<file path="src/assert_macros.svh">
// ----------------------------------------------------------------------------
// Assertion macros
// Shared concurrent assertion wrappers, clocked on i_clk, reset on i_rst_n.
// ----------------------------------------------------------------------------
`ifndef ASSERT_MACROS_SVH
`define ASSERT_MACROS_SVH

// Property must hold on every clock edge outside reset.
`define ST_ASSERT(lbl, prop, msg) \
    lbl: assert property (@(posedge i_clk) disable iff (!i_rst_n) (prop)) else $error(msg);

// Condition must never be true outside reset.
`define ST_NEVER(lbl, cond, msg) \
    lbl: assert property (@(posedge i_clk) disable iff (!i_rst_n) !(cond)) else $error(msg);

`endif

</file>
<file path="src/st_pkg.sv">
// ----------------------------------------------------------------------------
// st_pkg
// Widths, term-cell data bundle and reciprocal table for the sine series.
// ----------------------------------------------------------------------------
`default_nettype none
package st_pkg;
    localparam int ST_ANGLE_W = 31;
    localparam int ST_OUT_W   = 32;
    localparam int ST_CFG_W   = 4;
    localparam int ST_N_W     = 5;
    localparam int ST_MAG_W   = 31;
    localparam int ST_T_W     = 34;
    localparam int ST_X2_W    = 33;
    localparam int ST_Q_W     = 32;
    localparam int ST_SUM_W   = 40;
    localparam int ST_RCP_W   = 30;
    localparam int ST_MAX_TERMS_DEF = 12;
    localparam int ST_FRAC_BITS_DEF = 28;
    localparam logic [ST_CFG_W-1:0] ST_TERM_RESET = 4'd3;

    typedef struct packed {
        logic                       valid;
        logic                       neg;
        logic [ST_N_W-1:0]          n;
        logic [ST_T_W-1:0]          t;
        logic [ST_X2_W-1:0]         x2;
        logic signed [ST_SUM_W-1:0] sum;
    } t_pass;

    // round(2^32 / ((2j)(2j+1)))
    function automatic logic [ST_RCP_W-1:0] st_recip(input int j);
        logic [ST_RCP_W-1:0] r;
        case (j)
            1:       r = 30'd715827883;
            2:       r = 30'd214748365;
            3:       r = 30'd102261126;
            4:       r = 30'd59652324;
            5:       r = 30'd39045157;
            6:       r = 30'd27531842;
            7:       r = 30'd20452225;
            8:       r = 30'd15790321;
            9:       r = 30'd12558384;
            10:      r = 30'd10226113;
            11:      r = 30'd8488078;
            12:      r = 30'd7158279;
            13:      r = 30'd6118187;
            14:      r = 30'd5289369;
            15:      r = 30'd4618244;
            default: r = '0;
        endcase
        return r;
    endfunction
endpackage
`default_nettype wire

</file>
<file path="src/st_cell.sv">
// ----------------------------------------------------------------------------
// st_cell
// One term: t' = round(round(t*recip/2^32)*x2/2^F); sum gains or loses t'.
// ----------------------------------------------------------------------------
`default_nettype none
module st_cell import st_pkg::*; #(
    parameter int J         = 1,
    parameter int FRAC_BITS = ST_FRAC_BITS_DEF
) (
    input  wire   i_clk,
    input  wire   i_rst_n,
    input  t_pass i_pass,
    output t_pass o_pass
);
    localparam logic [ST_RCP_W-1:0] RECIP = st_recip(J);
    localparam logic [63:0] HALF1 = 64'(1) << 31;
    localparam logic [64:0] HALF2 = 65'(1) << (FRAC_BITS - 1);
    localparam logic [64:0] TLIM  = 65'(1) << 33;
    localparam logic        ODD   = 1'(J % 2);

    t_pass             r_s1, r_s2;
    logic [ST_Q_W-1:0] r_q;
    logic [63:0]       p1;
    logic [64:0]       p2, rnd;
    logic [ST_T_W-1:0] tn;
    logic              active, minus;
    t_pass             n_s2;

    assign p1 = 64'(i_pass.t) * 64'(RECIP) + HALF1;

    always_ff @(posedge i_clk) begin
        if (!i_rst_n) begin
            r_s1.valid <= 1'b0;
            r_s2.valid <= 1'b0;
        end else begin
            r_s1.valid <= i_pass.valid;
            r_s2.valid <= n_s2.valid;
        end
        r_s1.neg <= i_pass.neg;
        r_s1.n   <= i_pass.n;
        r_s1.t   <= i_pass.t;
        r_s1.x2  <= i_pass.x2;
        r_s1.sum <= i_pass.sum;
        r_q      <= p1[63:32];
        r_s2.neg <= n_s2.neg;
        r_s2.n   <= n_s2.n;
        r_s2.t   <= n_s2.t;
        r_s2.x2  <= n_s2.x2;
        r_s2.sum <= n_s2.sum;
    end

    always_comb begin
        p2     = 65'(r_q) * 65'(r_s1.x2);
        rnd    = (p2 + HALF2) >> FRAC_BITS;
        tn     = (rnd > TLIM) ? TLIM[ST_T_W-1:0] : rnd[ST_T_W-1:0];
        active = (ST_N_W'(J) < r_s1.n);
        minus  = ODD ^ r_s1.neg;
        n_s2   = r_s1;
        if (active) begin
            n_s2.t   = tn;
            n_s2.sum = minus ? r_s1.sum - $signed({6'd0, tn})
                             : r_s1.sum + $signed({6'd0, tn});
        end
    end

    assign o_pass = r_s2;
endmodule
`default_nettype wire

</file>
<file path="config.mk">
export PLATFORM = sky130hd
export DESIGN_NAME = st_cell
export DESIGN_NICKNAME = d
export VERILOG_FILES = /design/src/assert_macros.svh /design/src/st_pkg.sv /design/src/st_cell.sv
export SDC_FILE = /design/constraint.sdc
export NUM_CORES = 2
export LEC_CHECK = 0
export BUFFER_PORTS_ARGS = -buffer_cell sky130_fd_sc_hd__buf_2
export CORE_UTILIZATION = 45
export CTS_BUF_LIST = sky130_fd_sc_hd__clkbuf_2 sky130_fd_sc_hd__clkbuf_4 sky130_fd_sc_hd__clkbuf_8
export CTS_CLUSTER_SIZE = 20
export DETAILED_ROUTE_END_ITERATION = 7
export SLEW_MARGIN = 30
export SYNTH_ARGS = -nofsm -noshare
export SYNTH_HDL_FRONTEND = slang
export SYNTH_SLANG_ARGS = --single-unit
</file>
<file path="constraint.sdc">
create_clock -name i_clk -period 12.7 [get_ports i_clk]
set_input_delay 2.54 -clock i_clk [delete_from_list [all_inputs] [get_ports i_clk]]
set_output_delay 2.54 -clock i_clk [all_outputs]
set_load 0.02 [all_outputs]
</file>
==> results.json <==
{
  "io_pins": 230,
  "cts.clk_slew.worst_paths_ns": 0.06,
  "grt_max_degree": 65,
  "cts_max_level": 2,
  "min_to": "o_pass[64]",
  "slew_headroom_pct": 38.7,
  "cp_data_required_time_ns": 13.29,
  "setup_viol": 0,
  "timing.final.ws_setup_ns": 0.539,
  "max_cap_violations": 0,
  "synth_nets": 8497,
  "ys_warn_count": 0,
  "die_width_um": 367,
  "hold_ws_ns": 0.331,
  "fp.dieArea_sq_mm": 0.134,
  "synth_cells": 6329,
  "finalHoldViolCount": 0,
  "period_minus_slack_ns": 12.16,
  "cts_made_buffers": 52,
  "initial_utilization_pct": 45.4,
  "core_area_sq_mm": 0.132,
  "drt_wl_total_um": 171000,
  "grt_pass1_vias": 47000,
  "fin_crit_sh_pct": 95.8,
  "crit_path_start_kind": "flop",
  "grt_pass1_wl_um": 274000,
  "grtUsageTotal_pct": 26.5,
  "dpl.hpwl_um": 146000,
  "ys.flop_type": "dfxtp_1",
  "root_buffer": "clkbuf_8",
  "worstPathArrival_ns": 12.75,
  "antenna_found_initial": 8,
  "tritoncts": "done",
  "holdPathStages": 0,
  "place_ws_ns": 0.147,
  "hold_path_class": "flop to flop",
  "ys_top_cells_by_count": "1537 x inv_1, 1321 x fa_1, 731 x ha_1",
  "fp-row-count": 133,
  "cts_hold_buf": 0,
  "detail_route.wl_per_cell_um": 20.5,
  "drive_gt1_share_pct": 8.98,
  "r2r_setup_slack_ns": 0.54,
  "layout.nets": 8719,
  "drv_slew": 0,
  "yosysTopAreaCellShare_pct": 44.2,
  "vias": 43200,
  "syn_avg_cell_area_sq_um": 9.45,
  "fin_util_pct": 49.5,
  "synth-seq-cells": 260,
  "hp-start": "n_s2[64]",
  "synth_edf_count": 0,
  "ys_seq_area_share_pct": 8.70,
  "clockBufferDepth": 3,
  "tightest_slew_ns": 0.912,
  "place.gp.congestion": 0.962,
  "ant_nets": 0,
  "synth_cell_types": 84,
  "outcome": "finished clean",
  "io_buffer_count": 229,
  "crit_fanout": 27,
  "skew_ns": 0.0771,
  "numClockSinks": 260,
  "area.growth.synth_to_final_pct": 9.01,
  "synth_area_leader_cell": "fa_1",
  "clock_latency_ns": 0.79,
  "viasPerCell": 5.17,
  "slowest_delay_ns": 0.61,
  "syn_area_sq_mm": 0.0598,
  "synth_most_common_cell": "inv_1",
  "drt_iter0_drc": 2570,
  "worst_r2r_path_depth": 45,
  "grt_remaining_overflow": 0,
  "cp_slowest_cell": "fa_1",
  "r2r-end": "o_pass[37]",
  "critical_path_class": "flop to flop",
  "async_flop_share_pct": 0,
  "cpMostUsedCell": "fa_1",
  "cp-end-kind": "flop",
  "die_y_um": 367,
  "ys_top_cells_by_area": "fa_1 44%, ha_1 15%, inv_1 9.6%",
  "fmax_ghz": 0.0822,
  "drcViolationCount": 0,
  "r2r_start": "n_s2[56]",
  "dr.pass1.iters": 6
}
worst max-delay path by stage:
| stage | from | end | slack, ns |
|---|---|---|---|
| CTS | r_q[7] | o_pass[37] | 0.01 |
| global placement | r_q[6] | o_pass[37] | 0.25 |
| global route | r_q[2] | o_pass[37] | -0.03 |
| detailed placement | r_q[5] | o_pass[37] | 0.15 |
| finish | n_s2[56] | o_pass[37] | 0.54 |
| floorplan | n_s2[54] | o_pass[34] | 0.60 |
timing repair:
| action | 4_1_cts | 5_1_grt |
|---|---|---|
| gates resized for setup | 2 | 54 |
| pin swaps | 0 | 10 |
| endpoints found under the setup margin | 1 | 16 |
| buffers inserted | 0 | 8 |
worst max-delay path, delay by kind of cell, from the launching register on:
family	cells	cell delay [ns]
XOR/XNOR	1	0.16
buffers and inverters	7	0.81
AO/OA/AOI/OAI	14	3.10
flip-flops	1	0.38
AND/OR/NAND/NOR	10	2.29
adder cells (fa/ha/maj)	11	4.80
multiplexers	2	0.40
logic make-up (layout without fill, tap and decap cells):
| kind of cell | Yosys count | after routing | synth area share [%] |
|---|---|---|---|
| muxes | 14 | 14 | 0.251 |
| AOI/OAI and AO/OA | 489 | 489 | 5.33 |
| xor gates and xnor gates | 109 | 109 | 1.60 |
| other | 0 | 5 | 0 |
| and+or+nand+nor | 1618 | 1618 | 13.3 |
| adders and majority gates | 2052 | 2052 | 59.5 |
| buffers and inverters | 1787 | 2052 | 11.3 |
| DFF | 260 | 260 | 8.70 |
placed cells by master (no fill, tap or decap), types with 38 or more instances in the layout:
| cell | netlist | layout |
|---|---|---|
| fa_1 | 1321 | 1320 |
| inv_1 | 1537 | 1537 |
| clkbuf_8 | 0 | 60 |
| nor2_1 | 140 | 138 |
| nand3_1 | 38 | 38 |
| ha_1 | 731 | 729 |
| dfxtp_1 | 260 | 235 |
| xor2_1 | 43 | 43 |
| and2_1 | 526 | 526 |
| o21ai_0 | 109 | 105 |
| buf_2 | 3 | 229 |
| buf_4 | 0 | 169 |
| a21o_1 | 47 | 47 |
| nand2_1 | 718 | 718 |
| xnor2_1 | 66 | 66 |
| a21oi_1 | 135 | 135 |
sequential cells by signal (all words and copies together), names as in the netlist:
register,cells
n_s2,40
r_s1,74
r_q,32
o_pass,114
layout make-up:
class	instances	area, sq um
fill	12400	66400
timing repair buffer	418	2750
sequential	260	5240
tap	1755	2200
inverter	1537	5770
clock buffer	66	871
clock inverter	31	367
multi-input combinational	4282	48000
antenna	5	12.5
layer usage:
| layer | up-vias | routed length, um | GRT usage, % |
|---|---|---|---|
| met1 | 22100 | 73400 | 35.9 |
| met5 | - | 19 | 0 |
| met2 | 1355 | 80800 | 43.9 |
| met4 | 2 | 5600 | 7.60 |
| met3 | 257 | 11100 | 3.85 |
| li1 | 19500 | - | - |
stage by stage:
step	instance area, sq um	cells	setup TNS, ns
after CTS	64900	8341	0
after floorplan	59800	6329	0
after global placement	63700	8244	0
final	65200	8354	0
after detailed placement	63700	8244	0
after global routing	65200	8353	-0.0258
Power is left out: the tool's default activity adds up to more than one toggle a clock period on the data nets, which glitch-free logic cannot reach.
